--- config.mk ---
export PLATFORM = sky130hd
export DESIGN_NAME = cct_link_unit
export DESIGN_NICKNAME = d
export VERILOG_FILES = /design/src/hdl/cct_pkg.sv /design/src/hdl/cct_link_unit.sv
export SDC_FILE = /design/constraint.sdc
export NUM_CORES = 1
export LEC_CHECK = 0
export BUFFER_PORTS_ARGS = -buffer_cell sky130_fd_sc_hd__buf_4
export CORE_AREA = 2 2 42 44
export DETAILED_ROUTE_END_ITERATION = 6
export DIE_AREA = 0 0 44 46
export PLACE_DENSITY = 0.75
export SETUP_SLACK_MARGIN = 0.1
export SLEW_MARGIN = 30
export SYNTH_ARGS = -nofsm -noshare
export SYNTH_HDL_FRONTEND = slang
export SYNTH_SLANG_ARGS = --single-unit
--- constraint.sdc ---
create_clock -name vclk -period 1.3
set_input_delay 0.065 -clock vclk [all_inputs]
set_output_delay 0.065 -clock vclk [all_outputs]
set_load 0.02 [all_outputs]
--- src/hdl/cct_pkg.sv ---
// ----------------------------------------------------------------------------
// cct_pkg
// shared types and constants for the cluster chain table engine
// ----------------------------------------------------------------------------
`default_nettype none

package cct_pkg;

  localparam int MAX_CLUSTERS = 65536;
  localparam int ADDR_W       = $clog2(MAX_CLUSTERS);
  localparam int LINK_W       = 28;
  localparam int CNT_W        = 17;

  localparam logic [LINK_W-1:0] LINK_MASK = 28'hFFF_FFFF;
  localparam logic [LINK_W-1:0] EOC_LOW   = 28'hFFF_FFF8;

  // command codes
  localparam logic [2:0] CMD_READ  = 3'd0;
  localparam logic [2:0] CMD_WRITE = 3'd1;
  localparam logic [2:0] CMD_ALLOC = 3'd2;
  localparam logic [2:0] CMD_FREE  = 3'd3;
  localparam logic [2:0] CMD_WALK  = 3'd4;
  localparam logic [2:0] CMD_COUNT = 3'd5;

  // error codes
  localparam logic [1:0] ERR_OK    = 2'd0;
  localparam logic [1:0] ERR_RANGE = 2'd1;
  localparam logic [1:0] ERR_CYCLE = 2'd2;

  typedef struct packed {
    logic [2:0]        command;
    logic [LINK_W-1:0] cluster;
    logic [31:0]       entry_value;
    logic [LINK_W-1:0] step_limit;
  } req_t;

  typedef struct packed {
    logic [LINK_W-1:0] cluster_result;
    logic [CNT_W-1:0]  count_result;
    logic [1:0]        error_code;
  } rsp_t;

  // flags from the shared link compare unit
  typedef struct packed {
    logic below_eff;
    logic is_zero;
    logic is_eoc;
  } link_flags_t;

endpackage

`default_nettype wire

--- src/hdl/cct_link_unit.sv ---
// ----------------------------------------------------------------------------
// cct_link_unit
// shared compare unit: range, zero and end-of-chain checks on one link
// ----------------------------------------------------------------------------
`default_nettype none

module cct_link_unit
  import cct_pkg::*;
(
  input  wire logic [LINK_W-1:0] operand,
  input  wire logic [CNT_W-1:0]  eff,
  output link_flags_t            flags
);

  // all three checks on the selected operand
  always_comb begin
    flags.below_eff = operand < {{(LINK_W-CNT_W){1'b0}}, eff};
    flags.is_zero   = operand == '0;
    flags.is_eoc    = (operand == '0) || (operand >= EOC_LOW);
  end

endmodule

`default_nettype wire

* Word level (Yosys, flattened, before mapping)
Index checks and enable logic that the tools add are counted.
** Storage, ports and cells
- Flip-flop bits (word level) :: 0
- Input port bits :: 45
- Output and inout bits :: 3
- Word-level logic and storage cells :: 4
** Operators by class
- $lt $le $gt $ge :: 2
- Reduce and logical (&&, ||, !) cells :: 2
** Operators by type and width (count)
- $ge A28 B28 Y1 const B :: 1
- $logic_not A28 Y1 :: 1
- $lt A28 B17 Y1 :: 1
- $logic_or A1 B1 Y1 :: 1

* Logic depth before layout (Yosys ltp)
- Depth after elaboration :: 2
- Mapped depth :: 6
- Gate-level depth less buffers :: 6

* Worst setup path after synthesis
Ideal clock, no wire load.
- Path type :: input to output
- From :: input eff[14]
- To :: output flags[2] (netlist name)
- Arrival time :: 1.410 ns
- Slack :: -0.175 ns
- Stages :: 6
- Buffers on the path :: 0
- Cell sequence :: inv_1 > ha_1 > a211oi_1 > nor2_1 > a2111o_1 > a211oi_2
** RTL lines
- from (decl) :: line cct_link_unit.sv:11 : input wire logic [CNT_W-1:0] eff,
- to (decl) :: line cct_link_unit.sv:12 : output link_flags_t flags

==> impl_results.md <==
* Syn avg cell area at 7.19 um^2
* Power per Cell Area at 285 mW/mm^2
* Post-synthesis mux area share at 0%
* Min Hold Slack at 502 ps
* Global-route wire length before repair at 3620 um
* Critical Path Fanout Max at 2
* Syn nets at 136
* Top cells by area, synth: ha_1, inv_1, nand4_1
* Worst path required time at 1240 ps
* I/O Pins at 48
* Startpoint class of the critical path: primary input
* Commonest non-fill, non-tap cell in the layout: buf_4
* Critical path endpoint category: output pin
* Crit share post-route at 114%
* Diodes inserted at 0
* Final hold viol count at 0
* GPL Wtd Cong at 0.781
* Synth warn at 0
* Mapped Area at 539 um^2
* Compound-Gate Fraction of Synth Area at 19.5%
* Largest area contributor in the netlist: ha_1
* First-pass DRT Iterations at 5
* Status: complete, but fails checks
* Die Area at 0.00202 mm^2
* Metal3 WL at 197 um
* Setup ws final at -176 ps
* Std-Cell Rows at 15
* Port bufs at 48
* Die H at 46 um
* Worst slew pin tran at 318 ps
* Final ANT Viol Nets at 0
* Post-synthesis adder-cell area fraction at 37.1%
* Initial antenna violation count at 0
* Die Width at 44 um
* Post-Syn Instances at 75
* Uppermost layer routed: met4
* Unique masters post-synth at 22
* Total power at 363 uW
* Largest net degree at the start of global routing at 4
* Vias per inst at 5.82
* CP endpoint: flags[2]
* FF+latch count at 0
* CP startpoint: eff[15]
* Initial drt markers at 18
* GRT Total Usage at 23.4%
* Vias at 890
* Leakage at 0.000621 uW
* Worst Path Class, Setup: in -> out
* DR WL/cell at 16.9 um
* Largest family of logic cells by synthesized area: adder cells
* Post-synthesis xor/xnor area fraction at 0%
* Max-slew violations at 0
* Layout Nets at 199
* Total gr overflow at 0
* Tmin final at 1480 ps
* Initial Util at 33.4%
* Failing checks: setup timing
* Most frequent cells in the layout: buf_4, buf_6, inv_1, ha_1, nand4_1
* Synth top area share at 37.1%
* Reg area at 0 um^2
* Hpwl dp at 1660 um
* Worst setup slack after placement at -230 ps
* Fmax at 677 MHz
* Met2 Routed Length at 1370 um
* Layout area overhead at 136%
* DRC Markers at 0
* Final setup vio count at 2
* Final core occ at 78.8%
* Simple-Gate Fraction of Synth Area at 32.3%
* Proportion of layout cells with a drive suffix above 1 at 62.5%
* Layout clock buffers at 0
* Worst EP arrival at 1410 ps
* Seq/Total Area, Yosys at 0%
* Worst Hold Class: in -> out
* Vias in the first global route at 851
* Metal-1 WL at 919 um
* Hold Startpoint: operand[0]
* Detailed Route WL at 2580 um
* # Max-Cap Violations at 0
* Unrepaired setup endpoints after global routing: yes
* Worst VDD drop at 147 uV
* Rel. slew slack at 78.7%
* Core Area at 0.00161 mm^2
## timing repair
item                                    4_1_cts  5_1_grt
gates resized for setup                      29       12
buffers inserted                              1        1
endpoints found under the setup margin        2        3
hold buffers                                  0        0
pin swaps                                    16        5
## metrics by stage
| step | TNS (ps) | std cells | cell area [um^2] |
|---|---|---|---|
| global placement | -206 | 152 | 1060 |
| floorplan | 0 | 75 | 592 |
| finish | -214 | 153 | 1270 |
| CTS | -90.2 | 152 | 1200 |
| detailed placement | -230 | 152 | 1060 |
| global route | -256 | 153 | 1270 |
## cell families after synthesis
group,after synthesis
buffers and inverters,16
AOI/OAI and AO/OA,14
adders and majority gates,16
and+or+nand+nor,29
## how the worst min path moves through the flow
stage,endpoint,depth (start not counted)
2_1_floorplan,flags[1],3
3_3_place_gp,flags[1],4
3_5_place_dp,flags[1],4
4_1_cts,flags[1],4
5_1_grt,flags[1],4
6_report,flags[1],4
## synthesized netlist by cell type
library cell,number
inv_1,16
nand2_1,2
ha_1,16
a31oi_1,1
nand4_1,8
nor4_2,2
or3_1,1
a211o_1,2
nand3_1,3
nand2b_1,1
nor4_1,4
o21ai_0,1
o21a_1,1
a2111o_1,1
a21oi_1,3
o31ai_1,1
a211oi_2,1
a211oi_1,1
a21o_1,2
and4_1,1
nor2_1,4
nor3_1,3
## report_power, final
part | internal (uW) | switching, uW | leakage (uW)
registers | 0 | 0 | 0
logic | 210 | 153 | 0.000621
clock network | 0 | 0 | 0
## cell type report
| type | instances | area [um^2] |
|---|---|---|
| timing repair buffer | 61 | 529 |
| tap | 17 | 21.3 |
| multi-input combinational | 59 | 651 |
| fill | 103 | 343 |
| inverter | 16 | 70.1 |
## routing by layer
metal,up-vias,track usage [%]
met1,421,25.8
met3,10,3.97
met5,-,0
met2,51,46.2
met4,0,4.85
li1,408,-
## worst max-delay path, cell delays in order
cell	delay, ps
buf_6	100
inv_4	50
ha_4	190
and4_1	200
a2111o_1	430
a211oi_4	210
buf_6	150
Power figures use the tool's default switching activity.
