File: src/hdl/cct_pkg.sv
// ----------------------------------------------------------------------------
// cct_pkg
// shared types and constants for the cluster chain table engine
// ----------------------------------------------------------------------------
`default_nettype none

package cct_pkg;

  localparam int MAX_CLUSTERS = 65536;
  localparam int ADDR_W       = $clog2(MAX_CLUSTERS);
  localparam int LINK_W       = 28;
  localparam int CNT_W        = 17;

  localparam logic [LINK_W-1:0] LINK_MASK = 28'hFFF_FFFF;
  localparam logic [LINK_W-1:0] EOC_LOW   = 28'hFFF_FFF8;

  // command codes
  localparam logic [2:0] CMD_READ  = 3'd0;
  localparam logic [2:0] CMD_WRITE = 3'd1;
  localparam logic [2:0] CMD_ALLOC = 3'd2;
  localparam logic [2:0] CMD_FREE  = 3'd3;
  localparam logic [2:0] CMD_WALK  = 3'd4;
  localparam logic [2:0] CMD_COUNT = 3'd5;

  // error codes
  localparam logic [1:0] ERR_OK    = 2'd0;
  localparam logic [1:0] ERR_RANGE = 2'd1;
  localparam logic [1:0] ERR_CYCLE = 2'd2;

  typedef struct packed {
    logic [2:0]        command;
    logic [LINK_W-1:0] cluster;
    logic [31:0]       entry_value;
    logic [LINK_W-1:0] step_limit;
  } req_t;

  typedef struct packed {
    logic [LINK_W-1:0] cluster_result;
    logic [CNT_W-1:0]  count_result;
    logic [1:0]        error_code;
  } rsp_t;

  // flags from the shared link compare unit
  typedef struct packed {
    logic below_eff;
    logic is_zero;
    logic is_eoc;
  } link_flags_t;

endpackage

`default_nettype wire

File: src/hdl/cct_ctrl.sv
// ----------------------------------------------------------------------------
// cct_ctrl
// command sequencer: drives the table port and the shared link unit
// ----------------------------------------------------------------------------
`default_nettype none

module cct_ctrl
  import cct_pkg::*;
(
  input  wire logic              clk,
  input  wire logic              rst,
  input  wire logic              req_valid,
  output logic                   req_stall,
  input  wire req_t              req,
  output logic                   rsp_valid,
  input  wire logic              rsp_stall,
  output rsp_t                   rsp,
  input  wire logic              cfg_valid,
  output logic                   cfg_ready,
  input  wire logic [CNT_W-1:0]  cfg_data,
  output logic                   tbl_we,
  output logic      [ADDR_W-1:0] tbl_addr,
  output logic      [LINK_W-1:0] tbl_wdata,
  input  wire logic [LINK_W-1:0] tbl_rdata,
  output logic      [LINK_W-1:0] unit_operand,
  output logic      [CNT_W-1:0]  eff,
  input  wire link_flags_t       flags
);

  typedef enum logic [12:0] {
    S_CLEAR     = 13'b0000000000001,
    S_IDLE      = 13'b0000000000010,
    S_DECODE    = 13'b0000000000100,
    S_READ_RD   = 13'b0000000001000,
    S_ALLOC_CHK = 13'b0000000010000,
    S_ALLOC_RD  = 13'b0000000100000,
    S_FREE_CHK  = 13'b0000001000000,
    S_FREE_RD   = 13'b0000010000000,
    S_WALK_CHK  = 13'b0000100000000,
    S_WALK_RD   = 13'b0001000000000,
    S_COUNT_RD  = 13'b0010000000000,
    S_COUNT_FIN = 13'b0100000000000,
    S_FINISH    = 13'b1000000000000
  } state_t;

  state_t            state, state_next;
  req_t              cmd_req;
  logic [CNT_W-1:0]  num_clusters;
  logic [CNT_W-1:0]  hint, hint_next;
  logic [CNT_W-1:0]  free_count, free_count_next;
  logic [LINK_W-1:0] cur, cur_next;
  logic [LINK_W-1:0] endc, endc_next;
  logic [CNT_W-1:0]  low, low_next;
  logic [CNT_W-1:0]  len, len_next;
  logic [ADDR_W-1:0] idx, idx_next;
  logic              pend, pend_next;
  logic [CNT_W-1:0]  zcnt, zcnt_next;
  logic [LINK_W-1:0] res, res_next;
  logic [CNT_W-1:0]  cnt, cnt_next;
  logic [1:0]        err, err_next;
  logic              limited;
  logic              len_ge_eff;
  logic              len_lt_lim;
  logic [CNT_W:0]    free_sum;
  logic [CNT_W-1:0]  zcnt_inc;

  // usable cluster count
  assign eff = (num_clusters > CNT_W'(MAX_CLUSTERS)) ? CNT_W'(MAX_CLUSTERS) : num_clusters;

  assign cfg_ready  = 1'b1;
  assign req_stall  = (state != S_IDLE);
  assign limited    = cmd_req.step_limit != '0;
  assign len_ge_eff = len >= eff;
  assign len_lt_lim = {{(LINK_W-CNT_W){1'b0}}, len} < cmd_req.step_limit;
  // free count plus the chain length including the entry freed now
  assign free_sum   = {1'b0, free_count} + {1'b0, len} + 1'b1;
  assign zcnt_inc   = zcnt + CNT_W'(pend && (tbl_rdata == '0));

  // operand select for the shared link unit
  always_comb begin
    if (state == S_ALLOC_RD || state == S_FREE_RD || state == S_WALK_RD) begin
      unit_operand = tbl_rdata;
    end else begin
      unit_operand = cur;
    end
  end

  // table port
  always_comb begin
    tbl_we    = 1'b0;
    tbl_wdata = '0;
    tbl_addr  = cur[ADDR_W-1:0];
    if (state == S_CLEAR || state == S_COUNT_RD) begin
      tbl_addr = idx;
    end
    if (state == S_CLEAR) begin
      tbl_we = 1'b1;
    end else if (state == S_DECODE && cmd_req.command == CMD_WRITE &&
                 flags.below_eff && !flags.is_zero) begin
      tbl_we    = 1'b1;
      tbl_wdata = cmd_req.entry_value[LINK_W-1:0];
    end else if (state == S_ALLOC_RD && flags.is_zero) begin
      tbl_we    = 1'b1;
      tbl_wdata = LINK_MASK;
    end else if (state == S_FREE_RD) begin
      tbl_we = 1'b1;
    end
  end

  // sequencer
  always_comb begin
    state_next      = state;
    hint_next       = hint;
    free_count_next = free_count;
    cur_next        = cur;
    endc_next       = endc;
    low_next        = low;
    len_next        = len;
    idx_next        = idx;
    pend_next       = 1'b0;
    zcnt_next       = zcnt;
    res_next        = res;
    cnt_next        = cnt;
    err_next        = err;
    unique case (state)
      S_CLEAR: begin
        idx_next = idx + 1'b1;
        if (idx == '1) begin
          state_next = S_IDLE;
        end
      end
      S_IDLE: begin
        if (req_valid) begin
          cur_next   = req.cluster;
          res_next   = '0;
          cnt_next   = '0;
          err_next   = ERR_OK;
          state_next = S_DECODE;
        end
      end
      S_DECODE: begin
        state_next = S_FINISH;
        case (cmd_req.command)
          CMD_READ: begin
            if (flags.below_eff) state_next = S_READ_RD;
            else err_next = ERR_RANGE;
          end
          CMD_WRITE: begin
            if (!flags.below_eff || flags.is_zero) err_next = ERR_RANGE;
          end
          CMD_ALLOC: begin
            cur_next   = {{(LINK_W-CNT_W){1'b0}}, hint};
            state_next = S_ALLOC_CHK;
          end
          CMD_FREE: begin
            low_next   = cur[CNT_W-1:0];
            len_next   = '0;
            state_next = S_FREE_CHK;
          end
          CMD_WALK: begin
            endc_next  = cur;
            len_next   = '0;
            state_next = S_WALK_CHK;
          end
          CMD_COUNT: begin
            if (free_count == '0) begin
              idx_next   = '0;
              zcnt_next  = '0;
              state_next = S_COUNT_RD;
            end else begin
              cnt_next = free_count;
            end
          end
          default: err_next = ERR_RANGE;
        endcase
      end
      S_READ_RD: begin
        res_next   = tbl_rdata;
        state_next = S_FINISH;
      end
      S_ALLOC_CHK: begin
        if (flags.below_eff) begin
          state_next = S_ALLOC_RD;
        end else begin
          err_next   = ERR_RANGE;
          state_next = S_FINISH;
        end
      end
      S_ALLOC_RD: begin
        if (flags.is_zero) begin
          hint_next = cur[CNT_W-1:0];
          if (free_count != '0) free_count_next = free_count - 1'b1;
          res_next   = cur;
          state_next = S_FINISH;
        end else begin
          cur_next   = cur + 1'b1;
          state_next = S_ALLOC_CHK;
        end
      end
      S_FREE_CHK: begin
        if (!flags.below_eff || flags.is_zero) begin
          err_next   = ERR_RANGE;
          state_next = S_FINISH;
        end else begin
          state_next = S_FREE_RD;
        end
      end
      S_FREE_RD: begin
        if (cur[CNT_W-1:0] < low) low_next = cur[CNT_W-1:0];
        len_next = len + 1'b1;
        cur_next = tbl_rdata;
        if (flags.is_eoc) begin
          if (hint > low_next) hint_next = low_next;
          free_count_next = free_sum[CNT_W] ? '1 : free_sum[CNT_W-1:0];
          cnt_next   = len_next;
          state_next = S_FINISH;
        end else begin
          state_next = S_FREE_CHK;
        end
      end
      S_WALK_CHK: begin
        if (!limited && flags.is_eoc) begin
          res_next   = endc;
          cnt_next   = len;
          state_next = S_FINISH;
        end else if (limited && !len_lt_lim) begin
          res_next   = cur;
          cnt_next   = len;
          state_next = S_FINISH;
        end else if (len_ge_eff) begin
          err_next   = ERR_CYCLE;
          state_next = S_FINISH;
        end else if (!flags.below_eff) begin
          err_next   = ERR_RANGE;
          state_next = S_FINISH;
        end else begin
          endc_next  = cur;
          state_next = S_WALK_RD;
        end
      end
      S_WALK_RD: begin
        len_next = len + 1'b1;
        if (limited && flags.is_eoc) begin
          res_next   = cur;
          cnt_next   = len_next;
          state_next = S_FINISH;
        end else begin
          cur_next   = tbl_rdata;
          state_next = S_WALK_CHK;
        end
      end
      S_COUNT_RD: begin
        zcnt_next = zcnt_inc;
        pend_next = 1'b1;
        idx_next  = idx + 1'b1;
        if (idx == '1) state_next = S_COUNT_FIN;
      end
      S_COUNT_FIN: begin
        free_count_next = (zcnt_inc > num_clusters) ? num_clusters : zcnt_inc;
        cnt_next        = free_count_next;
        state_next      = S_FINISH;
      end
      S_FINISH: begin
        if (!rsp_valid || !rsp_stall) state_next = S_IDLE;
      end
      default: state_next = S_IDLE;
    endcase
  end

  // control state
  always_ff @(posedge clk) begin
    if (rst) begin
      state        <= S_CLEAR;
      idx          <= '0;
      pend         <= 1'b0;
      hint         <= CNT_W'(2);
      free_count   <= '0;
      num_clusters <= CNT_W'(MAX_CLUSTERS);
      rsp_valid    <= 1'b0;
    end else begin
      state      <= state_next;
      idx        <= idx_next;
      pend       <= pend_next;
      hint       <= hint_next;
      free_count <= free_count_next;
      if (cfg_valid && cfg_ready) num_clusters <= cfg_data;
      if (state == S_FINISH && (!rsp_valid || !rsp_stall)) rsp_valid <= 1'b1;
      else if (rsp_valid && !rsp_stall) rsp_valid <= 1'b0;
    end
  end

  // working registers and response payload
  always_ff @(posedge clk) begin
    if (state == S_IDLE && req_valid) cmd_req <= req;
    cur  <= cur_next;
    endc <= endc_next;
    low  <= low_next;
    len  <= len_next;
    zcnt <= zcnt_next;
    res  <= res_next;
    cnt  <= cnt_next;
    err  <= err_next;
    if (state == S_FINISH && (!rsp_valid || !rsp_stall)) begin
      rsp.cluster_result <= (err != ERR_OK) ? '0 : res;
      rsp.count_result   <= (err != ERR_OK) ? '0 : cnt;
      rsp.error_code     <= err;
    end
  end

endmodule

`default_nettype wire

File: config.mk
export PLATFORM = sky130hd
export DESIGN_NAME = cct_ctrl
export DESIGN_NICKNAME = d
export VERILOG_FILES = /design/src/hdl/cct_pkg.sv /design/src/hdl/cct_ctrl.sv
export SDC_FILE = /design/constraint.sdc
export NUM_CORES = 1
export LEC_CHECK = 0
export BUFFER_PORTS_ARGS = -buffer_cell sky130_fd_sc_hd__buf_2
export CAP_MARGIN = 15
export CORE_ASPECT_RATIO = 1.5
export CORE_UTILIZATION = 40
export CTS_BUF_LIST = sky130_fd_sc_hd__clkbuf_8
export DETAILED_ROUTE_END_ITERATION = 8
export PLACE_DENSITY = 0.6
export SLEW_MARGIN = 0
export SYNTH_ARGS = -nofsm -noshare
export SYNTH_HDL_FRONTEND = slang
export SYNTH_SLANG_ARGS = --single-unit
File: constraint.sdc
create_clock -name clk -period 12.4 [get_ports clk]
set_input_delay 1.24 -clock clk [delete_from_list [all_inputs] [get_ports clk]]
set_output_delay 1.24 -clock clk [all_outputs]
set_load 0.02 [all_outputs]
# Yosys cells after proc, flatten, opt, wreduce, memory -nomap -nowiden
# Cells that the tools add are included.
[op_classes]
eq_ne = 44
reduce_logical = 57
add_sub_neg = 7
magnitude_cmp = 6
muxes = 85
[op_table]
columns = ["operator", "count"]
rows = [
  ["28-bit 2-to-1 mux", 18],
  ["17-bit 2-to-1 mux", 22],
  ["28-bit case mux with 5 select lines", 2],
  ["13-bit 2-to-1 mux", 15],
  ["13-bit case mux with 12 select lines", 1],
  ["17-bit case mux with 2 select lines", 4],
  ["17-bit case mux with 6 select lines", 1],
  ["13-bit case mux with 5 select lines", 1],
  ["28-bit case mux with 2 select lines", 1],
  ["17-bit case mux with 3 select lines", 1],
  ["16-bit 2-to-1 mux", 3],
  ["17-bit greater-than comparator", 2],
  ["16-bit case mux with 2 select lines", 1],
  ["28-bit by 1-bit adder with 28-bit output, second input constant", 1],
  ["28-bit zero test", 1],
  ["17-bit by 28-bit < comparator with 1-bit output", 1],
  ["28-bit nonzero test", 1],
  ["2-bit inequality test, second input constant", 13],
  ["2-bit by 1-bit inequality test with 1-bit output, second input constant", 10],
  ["17-bit by 17-bit adder with 18-bit output", 1],
  ["18-bit by 1-bit adder with 18-bit output, second input constant", 1],
  ["17-bit by 1-bit adder with 17-bit output", 1],
  ["17-bit by 1-bit adder with 17-bit output, second input constant", 1],
  ["17-bit >= comparator", 1],
  ["other kinds (45)", 95],
]
[totals]
wordCells = 220
register_bits = 342
output_inout_bits = 140
in_bits = 144

# Logic depth before layout (Yosys ltp)
[depth]
depth_word = 7
depth_mapped = 21
depth_no_buf = 19

# Least setup slack after synthesis
# Ideal clock, no wire load.
[synth_path]
path_type = "in2reg"
startpoint = "input tbl_rdata[1]"
endpoint = "register cnt[13], data pin"
required_ps = 12135
setup_time_ps = 265
path_buffers = 2
stages = 19
setup_slack_ps = 7070
arrival_ps = 5064
path_cell_list = "nor4b_1 > nand4_1 > nor2_1 > ha_1 > ha_1 > nand3_1 > nor2_1 > and3_1 > clkbuf_1 > nand4_1 > xnor2_1 > ha_1 > nand4_1 > a2111oi_0 > o21ai_0 > a21oi_1 > buf_2 > a211oi_1 > or3_1"
[synth_via]
elab_chain_len = 6
[synth_rtl]
columns = ["item", "line", "source"]
rows = [
  ["start: declaration", "cct_ctrl.sv:24", "input wire logic [LINK_W-1:0] tbl_rdata,"],
  ["28-bit zero test", "cct_ctrl.sv:77", "assign zcnt_inc = zcnt + CNT_W'(pend && (tbl_rdata == '0));"],
  ["1-bit logical AND", "cct_ctrl.sv:77", ""],
  ["17-bit by 1-bit adder with 17-bit output", "cct_ctrl.sv:77", ""],
  ["net zcnt_inc[16]", "cct_ctrl.sv:65", "logic [CNT_W-1:0] zcnt_inc;"],
  ["17-bit greater-than comparator", "cct_ctrl.sv:259", "free_count_next = (zcnt_inc > num_clusters) ? num_clusters : zcnt_inc;"],
  ["17-bit 2-to-1 mux", "cct_ctrl.sv:259", ""],
  ["17-bit case mux with 6 select lines", "cct_ctrl.sv:125", "unique case (state)"],
  ["net cnt_next[13]", "cct_ctrl.sv:59", "logic [CNT_W-1:0] cnt, cnt_next;"],
  ["end signal: assignment", "cct_ctrl.sv:301", "cnt <= cnt_next;"],
  ["end: declaration", "cct_ctrl.sv:59", ""],
]
# The timed path passes the listed nets, and every way through them passes these cells.
# A chain may end at the register's enable or synchronous reset.

# Final worst setup path
[layout_path]
startpoint = "input tbl_rdata[21]"
endpoint = "register free_count[16]"
[layout_via]
elab_chain_len = 6
[layout_rtl]
columns = ["item", "line", "source"]
rows = [
  ["28-bit zero test (*)", "cct_ctrl.sv:77", ""],
  ["1-bit logical AND (*)", "cct_ctrl.sv:77", ""],
  ["17-bit by 1-bit adder with 17-bit output (*)", "cct_ctrl.sv:77", ""],
  ["net zcnt_inc[16]", "cct_ctrl.sv:65", ""],
  ["17-bit greater-than comparator", "cct_ctrl.sv:259", ""],
  ["17-bit 2-to-1 mux (*)", "cct_ctrl.sv:259", ""],
  ["17-bit case mux with 3 select lines (*)", "cct_ctrl.sv:125", ""],
  ["end signal: assignment", "cct_ctrl.sv:285", "free_count <= free_count_next;"],
  ["end: declaration", "cct_ctrl.sv:50", "logic [CNT_W-1:0] free_count, free_count_next;"],
]
# Mark *: on every way through the listed nets, which the timed path passes. The rest lies on a longest branch.

==> impl_metrics.toml <==
[clocking]
post_cts.repair.setup_buffers = 0
ctsResizeCount = 0
clk_transition_reported_paths_ns = 0.07
root_buffer = "clkbuf_8"
tritoncts = "done"
clock-sinks = 342
holdBufCountCts = 0
clock_latency_ns = 0.66
cts_max_path_buffers = 3
cts_max_level = 2
cts_buffers = 55

[global_route]
grt_max_degree = 60
grt_pass1_vias = 15998
overflow = 0
grt_pass1_wl_um = 91700
antenna_found_initial = 2
grt_use_total = 0.243

[finish]
finalNetCount = 2418
syn_to_final_growth_pct = 17.1
drive_gt1_frac = 0.200
fill_cells = 4592

[worst_setup_path]
critPathMaxStageDelay_ns = 0.68
cp_max_fo = 15
arrival_ns = 6.69
required_ns = 12.94
crit_type = "in -> reg"
start_kind = "primary input"
end_kind = "flip-flop"
cp_slowest_cell = "nor4_1"
cp_cell_sequence = "buf_2, nor4_1, nand4_1, nor2_1, ha_1, ha_1, nand3_1, nor2_1, and3_1, nand4_1, xnor2_1, ha_1, nand4_1, a2111oi_0, o21ai_0, a21oi_2, buf_4, mux2i_1, o221ai_1, o221a_2"

[synth]
synth_top_cell_area_share = 0.406
synth_area_leaders = "edfxtp_1, dfxtp_1, ha_1"
ys_async_sr_fraction = 0
yosysTopAreaCell = "edfxtp_1"
dominantRegCellSynth = "edfxtp_1"
synth.most_common_cell = "edfxtp_1"
synthSimpleGateAreaFrac = 0.170
synth_compound_area_frac = 0.143
synth_area_mm2 = 0.0192
syn_inst = 1900
synth_edf_count = 260
synth_fa_ha_area_frac = 0.0701
netlist-cell-type-count = 79
syn_avg_cell_area_um2 = 10.1
ys_seq_area_frac = 0.492
yosys-mux-area-fraction = 0.0370
syn-num-nets = 2151
synth_commonest_cells = "edfxtp_1, nand2_1, nor2_1"
synth_top_family_by_area = "simple AND/OR/NAND/NOR gates"
synth_xor_area_frac = 0.0433
synth-seq-cells = 342
yosysWarnings = 0

[power_and_ir_drop]
finalPower_mw = 2.61
power_leakage_nw = 9.66
power_frac_clock = 0.417
power.internal_mw = 1.94
p_comb_frac = 0.090
switching_share = 0.258
p_seq_frac = 0.494
peakVddDrop_mv = 0.103
power.density_mw_per_mm2 = 116
switching_power_uw = 673

[routing]
remaining_drc_errors = 0
vias = 15884
detail_route.vias_per_cell = 5.64
routedWlPerCell_um = 21.3
drt_pass1_iterations = 7
drt.antenna.violating_nets = 0
totalWireLength_um = 59900
drt_iter0_markers = 1238

[floorplan]
row_count = 98
die_y_um = 270
initial_core_util = 0.404
die_x_um = 181
io_pins = 284
die-area_mm2 = 0.0489
core_area_mm2 = 0.0476

[placement]
dpl.hpwl_um = 43800
portBuffers = 278
routabilityCongestion = 0.952
place_ws_ns = 5.57

[timing]
fin_ws_ns = 6.25
setup_viol = 0
report.final.slew_viol_count = 0
worst_slew_pin_slew_ns = 1.07
post-route-min-period_ns = 6.15
finalHoldViolCount = 0
rsz0062_at_grt = "no"
slew_headroom = 0.288
fin_tns_setup_ns = 0
min_period_over_period = 0.496
final.setup_skew_ns = 0.0273
max_freq_ghz = 0.163

[hold_path]
hp-class = "reg -> reg"

[run]
cap_violations = 0

[status]
status = "complete, no violations"
## kinds of logic (layout without fill, tap and decap cells)
logic type / count (synthesis) / count (layout)
other: 1 / 3
AO/OA/AOI/OAI: 395 / 395
AND/OR/NAND/NOR: 664 / 664
flip-flops: 342 / 342
XOR/XNOR: 95 / 95
adder cells (fa/ha/maj): 107 / 107
multiplexers: 69 / 69
buffers and inverters: 227 / 541
## worst max-delay path, delay by kind of cell
family / cells / cell delay [ns]
AOI/OAI and AO/OA: 5 / 1.47
xor gates and xnor gates: 1 / 0.18
adders and majority gates: 3 / 0.81
buffers and inverters: 2 / 0.45
muxes: 1 / 0.39
and+or+nand+nor: 8 / 2.14
## power groups by stage
| stage | Clock (mW) | Combinational (mW) | Sequential (mW) |
|---|---|---|---|
| 4_1_cts | 1.12 | 0.235 | 1.29 |
| 3_5_place_dp | 0 | 0.234 | 1.31 |
| 5_1_grt | 1.16 | 0.255 | 1.29 |
| 3_3_place_gp | 0 | 0.230 | 1.31 |
| 2_1_floorplan | 0 | 0.146 | 1.30 |
| 6_report | 1.09 | 0.234 | 1.29 |
## path summary, 6_finish.rpt
path,start,endpoint,slack [ns],cells after the start
hold reg to reg,idx[15]$_SDFFE_PP0P_,idx[15]$_SDFFE_PP0P_,0.49,2
setup reg to reg,cur[1]$_DFFE_PP_,hint[11]$_SDFFE_PP0P_,6.48,16
hold / removal,idx[15]$_SDFFE_PP0P_,idx[15]$_SDFFE_PP0P_,0.49,2
setup / recovery,tbl_rdata[21],free_count[16]$_SDFFE_PP0P_,6.25,20
## registers in the layout (all words and copies together), names as in the netlist
register,cells
cmd_req,59
rsp,47
cur,28
endc,28
res,28
cnt,17
free_count,17
hint,17
len,17
low,17
num_clusters,17
zcnt,17
idx,16
state,13
err,2
pend,1
rsp_valid,1
## layer usage
layer,wire length (um),up-vias,global-route usage,share of wire
li1,-,7509,-,-
met1,23400,7589,0.281,0.39
met2,29600,616,0.425,0.49
met3,3640,170,0.0379,0.061
met4,3230,0,0.137,0.054
met5,0,-,0,0
## placed cells by master (no fill, tap or decap), types with 8 or more instances in the layout
cell        Yosys  layout
o21a_1         10      10
a21o_1         34      34
nor3_1         31      29
nand2b_1       15      15
o211ai_1        8       8
a211oi_1       30      30
inv_1         133     144
a21oi_1        83      80
dfxtp_1        82      82
nand2_1       196     196
xnor2_1        50      50
nand4_1        27      27
buf_4           3      24
and4_1         11      11
xor2_1         45      45
a41oi_1         8       8
nand3_1        47      47
nor4_1         24      24
mux2_2         15      15
buf_2           8     278
edfxtp_1      260     260
mux2i_1        53      53
a22oi_1        18      18
a222oi_1       35      35
clkinv_2        0      12
clkinvlp_4      0       8
a221oi_1       15      15
and3_1         25      25
and2_1         56      57
ha_1          106     106
o21ai_0        93      93
clkbuf_8        0      62
nor2b_1        21      21
nor2_1        172     168
## cell type report
| cell class | instances | area [um2] | share of cell area |
|---|---|---|---|
| clock buffer | 62 | 853 | 0.0379 |
| inverter | 133 | 499 | 0.0222 |
| clock inverter | 42 | 380 | 0.0169 |
| timing repair buffer | 304 | 1610 | 0.0714 |
| tap | 600 | 751 | 0.0334 |
| sequential | 342 | 9450 | 0.420 |
| multi-input combinational | 1331 | 8950 | 0.398 |
| antenna | 2 | 5.00 | 0.000222 |
## metrics by stage
stage / instance area [um2] / util / cells / hold slack [ns]
final: 22500 / 0.473 / 2816 / 0.488
after global routing: 22500 / 0.473 / 2816 / 0.525
after CTS: 22500 / 0.472 / 2812 / 0.492
after detailed placement: 21200 / 0.446 / 2708 / 0.483
after global placement: 21200 / 0.446 / 2708 / 0.466
after floorplan: 19200 / - / 1900 / 0.441
No activity file was read; power rests on OpenSTA's default activity.
